$ cat src/hdl/gbl_pkg.sv
// Shared types and key codes for the gap buffer line editor.
`timescale 1ns / 1ps
package gbl_pkg;

    localparam logic [7:0] KEY_DEL     = 8'd127;
    localparam logic [7:0] KEY_CR      = 8'd13;
    localparam logic [7:0] KEY_ESC     = 8'h1B;
    localparam logic [7:0] KEY_QUIT    = 8'h71;
    localparam logic [7:0] KEY_LEFT    = 8'h44;
    localparam logic [7:0] KEY_RIGHT   = 8'h43;
    localparam logic [7:0] KEY_BRACKET = 8'h5B;

    localparam logic OPC_KEY  = 1'b0;
    localparam logic OPC_READ = 1'b1;

    typedef enum logic [2:0] {
        OP_READ,
        OP_LEFT,
        OP_RIGHT,
        OP_DEL,
        OP_INS,
        OP_NOP
    } op_kind_t;

    typedef struct packed {
        op_kind_t   kind;
        logic [7:0] key;
        logic [7:0] position;
        logic       esc;
    } cmd_t;

endpackage

$ cat src/hdl/gap_buffer_line_editor_top.sv
// Top level of the gap buffer line editor.
//
//  channel | handshake            | words
//  --------+----------------------+---------------------------------------------
//  in      | in_valid / in_stall  | opcode, key, position
//  out     | out_valid / out_stall| cursor, text_length, read_char, refused,
//          |                      | escape_active
//
// A cursor key, a refused insert or a key that does nothing passes through the
// execute and post states of the edit engine, and a read also waits on the memory
// read; a delete or an insert first moves the gap to the cursor, the text memory
// copying one byte a cycle, then writes or drops the character.
// The front end keeps accepting words into a two-entry queue while the engine
// works or its result waits behind out_stall. Reset empties the text; the memory
// itself is not cleared.
`timescale 1ns / 1ps
module gap_buffer_line_editor_top #(
    parameter int CAPACITY = 256
) (
    input  logic       clk,
    input  logic       rst_n,
    input  logic       in_valid,
    output logic       in_stall,
    input  logic       opcode,
    input  logic [7:0] key,
    input  logic [7:0] position,
    output logic       out_valid,
    input  logic       out_stall,
    output logic [8:0] cursor,
    output logic [8:0] text_length,
    output logic [7:0] read_char,
    output logic       refused,
    output logic       escape_active
);

    gbl_pkg::cmd_t push_data;
    gbl_pkg::cmd_t head_data;
    logic          q_push;
    logic          q_full;
    logic          q_pop;
    logic          q_empty;

    gbl_front u_front (
        .clk      (clk),
        .rst_n    (rst_n),
        .in_valid (in_valid),
        .in_stall (in_stall),
        .opcode   (opcode),
        .key      (key),
        .position (position),
        .q_full   (q_full),
        .q_push   (q_push),
        .q_data   (push_data)
    );

    gbl_queue u_queue (
        .clk   (clk),
        .rst_n (rst_n),
        .push  (q_push),
        .din   (push_data),
        .full  (q_full),
        .pop   (q_pop),
        .dout  (head_data),
        .empty (q_empty)
    );

    gbl_back #(
        .CAPACITY (CAPACITY)
    ) u_back (
        .clk           (clk),
        .rst_n         (rst_n),
        .q_dout        (head_data),
        .q_empty       (q_empty),
        .q_pop         (q_pop),
        .out_valid     (out_valid),
        .out_stall     (out_stall),
        .cursor        (cursor),
        .text_length   (text_length),
        .read_char     (read_char),
        .refused       (refused),
        .escape_active (escape_active)
    );

endmodule

$ cat src/hdl/gbl_front.sv
// Front end: accepts input words, tracks escape mode and classifies each word.
`timescale 1ns / 1ps
module gbl_front (
    input  logic          clk,
    input  logic          rst_n,
    input  logic          in_valid,
    output logic          in_stall,
    input  logic          opcode,
    input  logic [7:0]    key,
    input  logic [7:0]    position,
    input  logic          q_full,
    output logic          q_push,
    output gbl_pkg::cmd_t q_data
);

    logic esc_reg;
    logic esc_next;
    gbl_pkg::op_kind_t kind;

    assign in_stall = q_full;
    assign q_push   = in_valid && !q_full;

    always_comb
    begin
        kind     = gbl_pkg::OP_NOP;
        esc_next = esc_reg;
        if (opcode == gbl_pkg::OPC_READ)
        begin
            kind = gbl_pkg::OP_READ;
        end
        else if (esc_reg)
        begin
            // any byte but the bracket ends the sequence
            if (key == gbl_pkg::KEY_LEFT)
            begin
                kind     = gbl_pkg::OP_LEFT;
                esc_next = 1'b0;
            end
            else if (key == gbl_pkg::KEY_RIGHT)
            begin
                kind     = gbl_pkg::OP_RIGHT;
                esc_next = 1'b0;
            end
            else if (key != gbl_pkg::KEY_BRACKET)
            begin
                esc_next = 1'b0;
            end
        end
        else if (key == gbl_pkg::KEY_DEL)
        begin
            kind = gbl_pkg::OP_DEL;
        end
        else if (key == gbl_pkg::KEY_ESC)
        begin
            esc_next = 1'b1;
        end
        else if (key inside {gbl_pkg::KEY_CR, gbl_pkg::KEY_QUIT})
        begin
            kind = gbl_pkg::OP_NOP;
        end
        else
        begin
            kind = gbl_pkg::OP_INS;
        end
    end

    always_comb
    begin
        q_data.kind     = kind;
        q_data.key      = key;
        q_data.position = position;
        q_data.esc      = esc_next;
    end

    always_ff @(posedge clk or negedge rst_n)
    begin
        if (!rst_n)
        begin
            esc_reg <= 1'b0;
        end
        else if (q_push)
        begin
            esc_reg <= esc_next;
        end
    end

endmodule

$ cat src/hdl/gbl_queue.sv
// Two-entry command queue between the front end and the edit engine.
`timescale 1ns / 1ps
module gbl_queue (
    input  logic          clk,
    input  logic          rst_n,
    input  logic          push,
    input  gbl_pkg::cmd_t din,
    output logic          full,
    input  logic          pop,
    output gbl_pkg::cmd_t dout,
    output logic          empty
);

    gbl_pkg::cmd_t entry_reg [2];
    logic          wr_ptr_reg;
    logic          rd_ptr_reg;
    logic [1:0]    count_reg;
    logic [1:0]    count_next;

    assign full  = (count_reg == 2'd2);
    assign empty = (count_reg == 2'd0);
    assign dout  = entry_reg[rd_ptr_reg];

    always_comb
    begin
        count_next = count_reg;
        if (push && !pop)
        begin
            count_next = count_reg + 2'd1;
        end
        else if (pop && !push)
        begin
            count_next = count_reg - 2'd1;
        end
    end

    always_ff @(posedge clk or negedge rst_n)
    begin
        if (!rst_n)
        begin
            wr_ptr_reg <= 1'b0;
            rd_ptr_reg <= 1'b0;
            count_reg  <= 2'd0;
        end
        else
        begin
            count_reg <= count_next;
            if (push)
            begin
                wr_ptr_reg <= ~wr_ptr_reg;
            end
            if (pop)
            begin
                rd_ptr_reg <= ~rd_ptr_reg;
            end
        end
    end

    always_ff @(posedge clk)
    begin
        if (push)
        begin
            entry_reg[wr_ptr_reg] <= din;
        end
    end

endmodule

$ cat src/hdl/gbl_back.sv
// Edit engine: owns the gap buffer, moves the gap, carries out commands.
`timescale 1ns / 1ps
module gbl_back #(
    parameter int CAPACITY = 256
) (
    input  logic          clk,
    input  logic          rst_n,
    input  gbl_pkg::cmd_t q_dout,
    input  logic          q_empty,
    output logic          q_pop,
    output logic          out_valid,
    input  logic          out_stall,
    output logic [8:0]    cursor,
    output logic [8:0]    text_length,
    output logic [7:0]    read_char,
    output logic          refused,
    output logic          escape_active
);

    localparam int PW = $clog2(CAPACITY + 1);
    localparam int AW = $clog2(CAPACITY);
    localparam int XW = PW + 9;
    localparam logic [PW-1:0] CAP_P = PW'(CAPACITY);

    typedef enum logic [4:0] {
        S_IDLE   = 5'b00001,
        S_EXEC   = 5'b00010,
        S_MOVE   = 5'b00100,
        S_RDWAIT = 5'b01000,
        S_POST   = 5'b10000
    } state_t;

    state_t        state_reg, state_next;
    gbl_pkg::cmd_t cmd_reg, cmd_next;
    logic [PW-1:0] gs_reg, gs_next;     // first gap cell
    logic [PW-1:0] gt_reg, gt_next;     // first cell past the gap
    logic [PW-1:0] cur_reg, cur_next;
    logic          pend_reg, pend_next;
    logic [AW-1:0] pend_addr_reg, pend_addr_next;
    logic          hit_reg, hit_next;
    logic [7:0]    char_reg, char_next;
    logic          refused_reg, refused_next;
    logic          out_valid_reg, out_valid_next;
    logic [8:0]    cursor_reg, text_length_reg;
    logic [7:0]    read_char_reg;
    logic          refused_out_reg, escape_reg;
    logic          load_out;

    logic [7:0]    mem [CAPACITY];
    logic [7:0]    rdata_reg;
    logic          mem_we;
    logic [AW-1:0] mem_waddr;
    logic [7:0]    mem_wdata;
    logic [AW-1:0] mem_raddr;

    logic [PW-1:0] len;
    logic [XW-1:0] len_x, gs_x, gt_x, cur_x, pos_x, phys_x;
    logic          hit;

    assign len    = CAP_P - gt_reg + gs_reg;
    assign len_x  = {{9{1'b0}}, len};
    assign gs_x   = {{9{1'b0}}, gs_reg};
    assign gt_x   = {{9{1'b0}}, gt_reg};
    assign cur_x  = {{9{1'b0}}, cur_reg};
    assign pos_x  = {{(XW-8){1'b0}}, cmd_reg.position};
    assign hit    = (pos_x < len_x);
    // skip over the gap for positions at or past its start
    assign phys_x = (pos_x < gs_x) ? pos_x : (pos_x + gt_x - gs_x);

    assign load_out = (state_reg == S_POST) && (!out_valid_reg || !out_stall);

    always_comb
    begin
        state_next     = state_reg;
        cmd_next       = cmd_reg;
        gs_next        = gs_reg;
        gt_next        = gt_reg;
        cur_next       = cur_reg;
        pend_next      = 1'b0;
        pend_addr_next = pend_addr_reg;
        hit_next       = hit_reg;
        char_next      = char_reg;
        refused_next   = refused_reg;
        q_pop          = 1'b0;
        mem_we         = 1'b0;
        mem_waddr      = pend_addr_reg;
        mem_wdata      = rdata_reg;
        mem_raddr      = phys_x[AW-1:0];

        // drain the copy issued last cycle
        if (pend_reg)
        begin
            mem_we = 1'b1;
        end

        case (state_reg)
            S_IDLE:
            begin
                if (!q_empty)
                begin
                    q_pop      = 1'b1;
                    cmd_next   = q_dout;
                    state_next = S_EXEC;
                end
            end
            S_EXEC:
            begin
                char_next    = 8'd0;
                refused_next = 1'b0;
                state_next   = S_POST;
                case (cmd_reg.kind)
                    gbl_pkg::OP_READ:
                    begin
                        hit_next   = hit;
                        state_next = S_RDWAIT;
                    end
                    gbl_pkg::OP_LEFT:
                    begin
                        if (cur_reg != '0)
                        begin
                            cur_next = cur_reg - PW'(1);
                        end
                    end
                    gbl_pkg::OP_RIGHT:
                    begin
                        if (cur_reg != len)
                        begin
                            cur_next = cur_reg + PW'(1);
                        end
                    end
                    gbl_pkg::OP_DEL:
                    begin
                        state_next = S_MOVE;
                    end
                    gbl_pkg::OP_INS:
                    begin
                        if (gs_reg == gt_reg)
                        begin
                            refused_next = 1'b1;
                        end
                        else
                        begin
                            state_next = S_MOVE;
                        end
                    end
                    default:
                    begin
                        state_next = S_POST;
                    end
                endcase
            end
            S_MOVE:
            begin
                if (gs_reg != cur_reg && gs_reg != gt_reg)
                begin
                    pend_next = 1'b1;
                    if (cur_reg < gs_reg)
                    begin
                        // shift one character from below the gap to its top
                        mem_raddr      = AW'(gs_reg - PW'(1));
                        pend_addr_next = AW'(gt_reg - PW'(1));
                        gs_next        = gs_reg - PW'(1);
                        gt_next        = gt_reg - PW'(1);
                    end
                    else
                    begin
                        mem_raddr      = AW'(gt_reg);
                        pend_addr_next = AW'(gs_reg);
                        gs_next        = gs_reg + PW'(1);
                        gt_next        = gt_reg + PW'(1);
                    end
                end
                else if (gs_reg != cur_reg)
                begin
                    // empty gap: nothing to copy, relocate it at once
                    gs_next = cur_reg;
                    gt_next = cur_reg;
                end
                else if (!pend_reg)
                begin
                    state_next = S_POST;
                    if (cmd_reg.kind == gbl_pkg::OP_INS)
                    begin
                        mem_we    = 1'b1;
                        mem_waddr = AW'(gs_reg);
                        mem_wdata = cmd_reg.key;
                        gs_next   = gs_reg + PW'(1);
                        cur_next  = cur_reg + PW'(1);
                    end
                    else if (cur_reg != '0)
                    begin
                        gs_next  = gs_reg - PW'(1);
                        cur_next = cur_reg - PW'(1);
                    end
                end
            end
            S_RDWAIT:
            begin
                char_next  = hit_reg ? rdata_reg : 8'd0;
                state_next = S_POST;
            end
            S_POST:
            begin
                if (load_out)
                begin
                    state_next = S_IDLE;
                end
            end
            default:
            begin
                state_next = S_IDLE;
            end
        endcase
    end

    always_comb
    begin
        out_valid_next = out_valid_reg;
        if (load_out)
        begin
            out_valid_next = 1'b1;
        end
        else if (out_valid_reg && !out_stall)
        begin
            out_valid_next = 1'b0;
        end
    end

    always_ff @(posedge clk or negedge rst_n)
    begin
        if (!rst_n)
        begin
            state_reg     <= S_IDLE;
            gs_reg        <= '0;
            gt_reg        <= CAP_P;
            cur_reg       <= '0;
            pend_reg      <= 1'b0;
            out_valid_reg <= 1'b0;
        end
        else
        begin
            state_reg     <= state_next;
            gs_reg        <= gs_next;
            gt_reg        <= gt_next;
            cur_reg       <= cur_next;
            pend_reg      <= pend_next;
            out_valid_reg <= out_valid_next;
        end
    end

    always_ff @(posedge clk)
    begin
        cmd_reg       <= cmd_next;
        pend_addr_reg <= pend_addr_next;
        hit_reg       <= hit_next;
        char_reg      <= char_next;
        refused_reg   <= refused_next;
        if (load_out)
        begin
            cursor_reg      <= cur_x[8:0];
            text_length_reg <= len_x[8:0];
            read_char_reg   <= char_reg;
            refused_out_reg <= refused_reg;
            escape_reg      <= cmd_reg.esc;
        end
    end

    always_ff @(posedge clk)
    begin
        if (mem_we)
        begin
            mem[mem_waddr] <= mem_wdata;
        end
        rdata_reg <= mem[mem_raddr];
    end

    assign out_valid     = out_valid_reg;
    assign cursor        = cursor_reg;
    assign text_length   = text_length_reg;
    assign read_char     = read_char_reg;
    assign refused       = refused_out_reg;
    assign escape_active = escape_reg;

endmodule

$ cat config.mk
export PLATFORM = sky130hd
export DESIGN_NAME = gap_buffer_line_editor_top
export DESIGN_NICKNAME = d
export VERILOG_FILES = /design/src/hdl/gbl_pkg.sv /design/src/hdl/gap_buffer_line_editor_top.sv /design/src/hdl/gbl_front.sv /design/src/hdl/gbl_queue.sv /design/src/hdl/gbl_back.sv
export SDC_FILE = /design/constraint.sdc
export NUM_CORES = 2
export LEC_CHECK = 0
export CAP_MARGIN = 20
export CORE_ASPECT_RATIO = 0.7
export CORE_UTILIZATION = 25
export CTS_BUF_LIST = sky130_fd_sc_hd__clkbuf_8
export CTS_CLUSTER_DIAMETER = 100
export DETAILED_ROUTE_END_ITERATION = 10
export DONT_BUFFER_PORTS = 1
export GPL_TIMING_DRIVEN = 1
export PLACE_DENSITY = 0.41
export SKIP_CTS_REPAIR_TIMING = 1
export SYNTH_ARGS = -nofsm -noshare
export SYNTH_HDL_FRONTEND = slang
export SYNTH_HIERARCHICAL = 1
export SYNTH_SLANG_ARGS = --single-unit
export TNS_END_PERCENT = 100
$ cat constraint.sdc
create_clock -name clk -period 17.7 [get_ports clk]
set_input_delay 1.77 -clock clk [delete_from_list [all_inputs] [get_ports clk]]
set_output_delay 1.77 -clock clk [all_outputs]
set_load 0.005 [all_outputs]
Yosys cells after proc, flatten, opt, wreduce, memory -nomap -nowiden
Memory sizes are Yosys's and may differ from the RTL's. A register that Yosys moved wholly into a read port is not among the register bits.
Index checks and enable logic that the tools add are counted.
- bits in registers: 85
- RAM bits: 2088
- input port bits: 21
- output and inout bits: 30
- logic and storage cells: 172
- memories: 2
- memory list (name ; words ; width ; read ports ; clocked after Yosys merged registers in ; wr ports ; RTL line ; RTL):
    u_back.mem ; 256 ; 8 ; 1 ; 1 ; 1 ; gbl_back.sv:49 ; logic [7:0] mem [CAPACITY];
    u_queue.entry_reg ; 2 ; 20 ; 1 ; 1 ; 1 ; gbl_queue.sv:14 ; gbl_pkg::cmd_t entry_reg [2];
- add/subtract/negate cells: 12
- order comparisons: 3
- eq/ne operators: 29
- mux-type cells: 75
- bitwise gates (word level): 3
- reductions and logical operators: 29
- operators with widths (cell ; number):
    2-to-1 mux 9 bit ; 15
    2-to-1 mux 8 bit ; 16
    case mux 9 bit (2 select lines) ; 2
    == test 8 x 7 -> 1 bit, second input constant ; 4
    2-to-1 mux 5 bit ; 6
    adder 9 x 1 -> 9 bit, second input constant ; 3
    inequality test 9 bit ; 3
    subtractor 9 x 1 -> 9 bit, second input constant ; 3
    2-to-1 mux 1 bit ; 25
    case mux 5 bit (5 select lines) ; 1
    less-than comparator 8 x 9 -> 1 bit ; 2
    2-to-1 mux 3 bit ; 6
    case mux 8 bit (2 select lines) ; 1
    case mux 5 bit (3 select lines) ; 1
    nonzero test 2 bit ; 6
    adder 9 bit ; 1
    == test 9 bit ; 1
    less-than comparator 9 bit ; 1
    nonzero test 9 bit ; 1
    subtractor 9 bit, first input constant ; 1
    adder 8 bit ; 1
    == test 8 x 4 -> 1 bit, second input constant ; 1
    == test 8 x 5 -> 1 bit, second input constant ; 1
    inequality test 2 bit, second input constant ; 4
    28 further kinds ; 45

Longest topological paths before layout
- depth after elaboration: 8
- depth in mapped cells: 20
- mapped depth without buffers: 17

By module
The synthesis kept the hierarchy.
- by module, submodules not included (module ; instances ; cells each ; area an instance (µm²) ; sequential area each (µm²)):
    gbl_back ; 1 ; 4790 ; 86521.7 ; 64494.4
    gbl_queue ; 1 ; 78 ; 1707.9 ; 1301.2
    gbl_front ; 1 ; 51 ; 376.6 ; 25.0

Worst setup path after synthesis
No wires, ideal clock.
- kind: reg2reg
- from: register u_back.gs_reg[3]
- to: memory u_back.mem[0][0], data pin
- library setup time: 0.823 ns
- data arrival time: 5.633 ns
- data required time: 16.877 ns
- path slack: 11.245 ns
- cell stages (with the launch flop): 12
- path buffers: 4
- period minus slack after synthesis: 6.455 ns
- path through: dfrtp_1 -> clkbuf_1 -> clkinv_1 -> ha_1 -> and4_1 -> nand3_1 -> or4_1 -> clkbuf_1 -> clkbuf_1 -> clkbuf_1 -> nand2_1 -> nand2_1
- cells in the longest elaborated chain, start to end: 4
- elaborated cells between the ends (all ways): 6
- those cells by class: 2 x eq/ne; 3 x mux; 1 x reduce/logical
- ends and longest elaborated chain (item ; RTL line ; RTL):
    start, declared ; gbl_back.sv:35 ; logic [PW-1:0] gs_reg, gs_next;
    start signal, assigned ; gbl_back.sv:243 ; gs_reg <= gs_next;
    inequality test 9 bit (on tied branches) ; gbl_back.sv:154, gbl_back.sv:173 ;
    2-to-1 mux 8 bit / logical AND 1 bit (equally long branches) ; gbl_back.sv:173, gbl_back.sv:154 ;
    2-to-1 mux 8 bit (*) ; gbl_back.sv:154 ; if (gs_reg != cur_reg && gs_reg != gt_reg)
    2-to-1 mux 8 bit (*) ; gbl_back.sv:96 ; case (state_reg)
    via u_back.mem_wdata[0] ; gbl_back.sv:53 ; logic [7:0] mem_wdata;
    end, declared ; gbl_back.sv:49 ;
Mark *: on every way through the listed nets, which the timed path passes. The rest lies on a longest branch.

Worst setup path after layout
- from: register u_back.gs_reg[3]
- to: register u_back.rdata_reg[3], read port of u_back.mem
- cells in the longest elaborated chain, start to end: 4
- elaborated cells between the ends (all ways): 11
- those cells by class: 2 x add/sub; 2 x order compare; 2 x eq/ne; 4 x mux; 1 x reduce/logical
- ends and longest elaborated chain (item ; RTL line ; RTL):
    subtractor 9 x 1 -> 9 bit, or another cell as far along ; gbl_back.sv:160 ; mem_raddr = AW'(gs_reg - PW'(1));
    2-to-1 mux 8 bit, or another cell as far along ; gbl_back.sv:157 ; if (cur_reg < gs_reg)
    2-to-1 mux 8 bit ; gbl_back.sv:154 ;
    2-to-1 mux 8 bit (*) ; gbl_back.sv:96 ;
    end, declared ; gbl_back.sv:50 ; logic [7:0] rdata_reg;
Every way passes the cells marked *; elsewhere a longest branch is shown, timed or not.
A chain may end at the register's enable or synchronous reset.

==> impl_results.md <==
- Result of the run: finished, final reports clean
- Layout cells sized above 1: 19.7%
- FP Rows: 182
- Hold Path Class: reg -> reg
- ANT nets after route: 0
- Minimum clock period: 8220 ps
- Global-route wire length before repair: 393000 um
- Worst path arrival time: 9030 ps
- GRT Residual Overflow: 0
- Synth Warn #: 6
- H-tree Lvls: 5
- Cells after Synth: 4919
- Most common cell after layout, fill and taps aside: edfxtp_1
- Total CTS buffers: 339
- Largest family of logic cells by synthesized area: multiplexers
- Async set-reset flop share out of synthesis: 1.77%
- Final number of max-transition violations: 0
- Vias in the first global route: 48000
- #FFs+latches synth: 2201
- First DRT Iteration DRCs: 5282
- FF-to-FF Start: u_back/gs_reg[3]$_DFFE_PN0P_
- Average vias per placed instance: 4.82
- CP delay by family, top: buffers and inverters
- Worst setup SP type: flip-flop
- Root Buffer: clkbuf_8
- Synth Area in Adders: 0.943%
- Post-synthesis mux area share: 11.8%
- Buffers on Ports: 0
- CTS tree: built
- Flip-flop count of the largest register after layout: 2048
- Initial DRT Pass Iterations: 5
- IO Pins: 51
- Mapped Nets: 5002
- Remaining DRCs: 0
- Core area: 352000 um^2
- Average size of a mapped cell: 18.0 um^2
- Worst EP required: 18510 ps
- Number of synthesized flops with an enable pin: 2154
- Final setup vio count: 0
- Fin Setup TNS: 0 ps
- Crit path launch: u_back/gs_reg[3]$_DFFE_PN0P_
- Highest-delay cell along the critical path: nor4_1
- Period Utilization, post-route: 46.4%
- Die Ht: 500 um
- Worst skew pair latency: 1030 ps
- Worst Path Max Fanout: 46
- Die boundary width: 714 um
- Clock slew at reported path FFs: 70 ps
- CP Capture Type: flip-flop
- Avg WL per Cell: 28.1 um
- Largest net degree at the start of global routing: 196
- Synth area leaders: edfxtp_1 (73%), mux4_2 (10%), nand2_1 (1.7%), nor2_1 (1.5%), a22oi_1 (1.4%)
- Worst slew pin tran: 1310 ps
- Gpl congestion: 0.828
- Multi-input gate area: 21200 um^2
- Synth cell types: 88
- Unrepaired setup endpoints after global routing: no
- Top cell type by total area after synthesis: edfxtp_1
- Max clock buf depth: 4
- Commonest non-fill, non-tap cells in the layout: edfxtp_1 (2154), mux4_2 (394), nand2_1 (381), clkbuf_8 (352), nor2_1 (349)
- Cell with the most instances on the worst path: buf_4
- Top_reg_cell synth: edfxtp_1
- Synth Area in Compound Gates: 4.61%
- Initial antenna violation count: 22
- Worst relative slew slack: 12.5%
- Routed wire length: 282000 um
- XOR/XNOR Fraction of Synth Area: 0.514%
- Dpl hpwl: 169000 um
- Simple-Gate Fraction of Synth Area: 5.49%
- Layout area overhead: 13.3%
- Worst hold start: u_back/char_reg[2]$_SDFFCE_PN0P_
- Highest clock rate: 0.122 GHz
- Worst-path cell chain: clkinv_1 -> ha_1 -> and3_1 -> o311a_1 -> a211oi_4 -> buf_4 -> mux2i_1 -> mux2i_4 -> buf_4 -> buf_4 -> buf_4 -> buf_4 -> mux4_2 -> a22oi_1 -> a21oi_1 -> nor4_1 -> nor4_1
- Worst Clk Skew: 107 ps
- Nets@finish: 5188
- Starting Density: 25.2%
- CP max stage delay: 1040 ps
- Layout fillers: 35200
- Hold Fails Final Rpt: 0
- WS Path Type: reg -> reg
- Area share of the largest cell type after synthesis: 73.0%
- Buf/Inv on CP: 6
- Number of max-cap violations: 0
- Total GRT Usage: 15.4%
- Vias: 48400
- Seq/Total Area, Yosys: 74.3%
- Mapped Area: 88600 um^2
- Worst Hold Margin: 399 ps
- Die area: 357000 um^2
- Reg area: 65800 um^2
- Sink Count: 2201
==> path summary, 6_finish.rpt <==
kind | end | slack, ps | depth (start not counted)
worst max-delay path | u_back/rdata_reg[3]$_DFF_P_ | 9480 | 17
worst min-delay path | u_back/read_char[2]$_DFFE_PP_ | 400 | 0
worst max register to register | u_back/rdata_reg[3]$_DFF_P_ | 9480 | 17
worst min register to register | u_back/read_char[2]$_DFFE_PP_ | 400 | 0
max in group asynchronous | u_back/state_reg[0]$_DFFE_PN1P_ | 17020 | 0
min in group asynchronous | u_back/gs_reg[0]$_DFFE_PN0P_ | 450 | 0
==> stage by stage <==
step	instance area [um^2]	worst slack (ps)	std cells	util (%)
final	100000	9480	10100	28.5
after global routing	100000	8960	10100	28.5
after detailed placement	94200	9560	9440	26.8
after floorplan	88600	11250	4919	-
after CTS	100000	9450	10000	28.5
after global placement	94100	8640	9429	26.7
==> synthesized netlist by cell type, types with 52 or more instances <==
cell type / instances
inv_1: 59
clkbuf_1: 109
o211ai_1: 55
edfxtp_1: 2154
a21oi_1: 166
nor4_1: 67
ha_1: 54
mux2i_1: 121
nand2_1: 391
nor2_1: 354
a22oi_1: 165
nand3_1: 128
buf_2: 85
buf_4: 52
mux4_2: 394
==> cells by family after synthesis <==
group	count (synthesis)
multiplexers	543
AO/OA/AOI/OAI	605
AND/OR/NAND/NOR	1087
flip-flops	2201
adder cells (fa/ha/maj)	62
buffers and inverters	369
XOR/XNOR	52
==> cell type report <==
| cell class | count | area share, % |
|---|---|---|
| tap | 4692 | 5.85 |
| multi-input combinational | 2349 | 21.1 |
| antenna | 5 | 0.0125 |
| inverter | 63 | 0.238 |
| sequential | 2201 | 65.5 |
| timing repair buffer | 151 | 1.30 |
| clock buffer | 352 | 4.82 |
| clock inverter | 246 | 1.14 |
==> per-layer routing <==
layer / part of all wire [%] / vias to the layer above / global-route usage (%)
met5: 0.0067 / - / 0
met4: 1.9 / 2 / 3.35
met3: 7.4 / 355 / 3.41
met2: 41 / 1748 / 21.6
met1: 49 / 26200 / 24.1
li1: - / 20100 / -
Power is not shown: default switching activity piles up to over one toggle a cycle in this logic, so the estimate is an artifact.
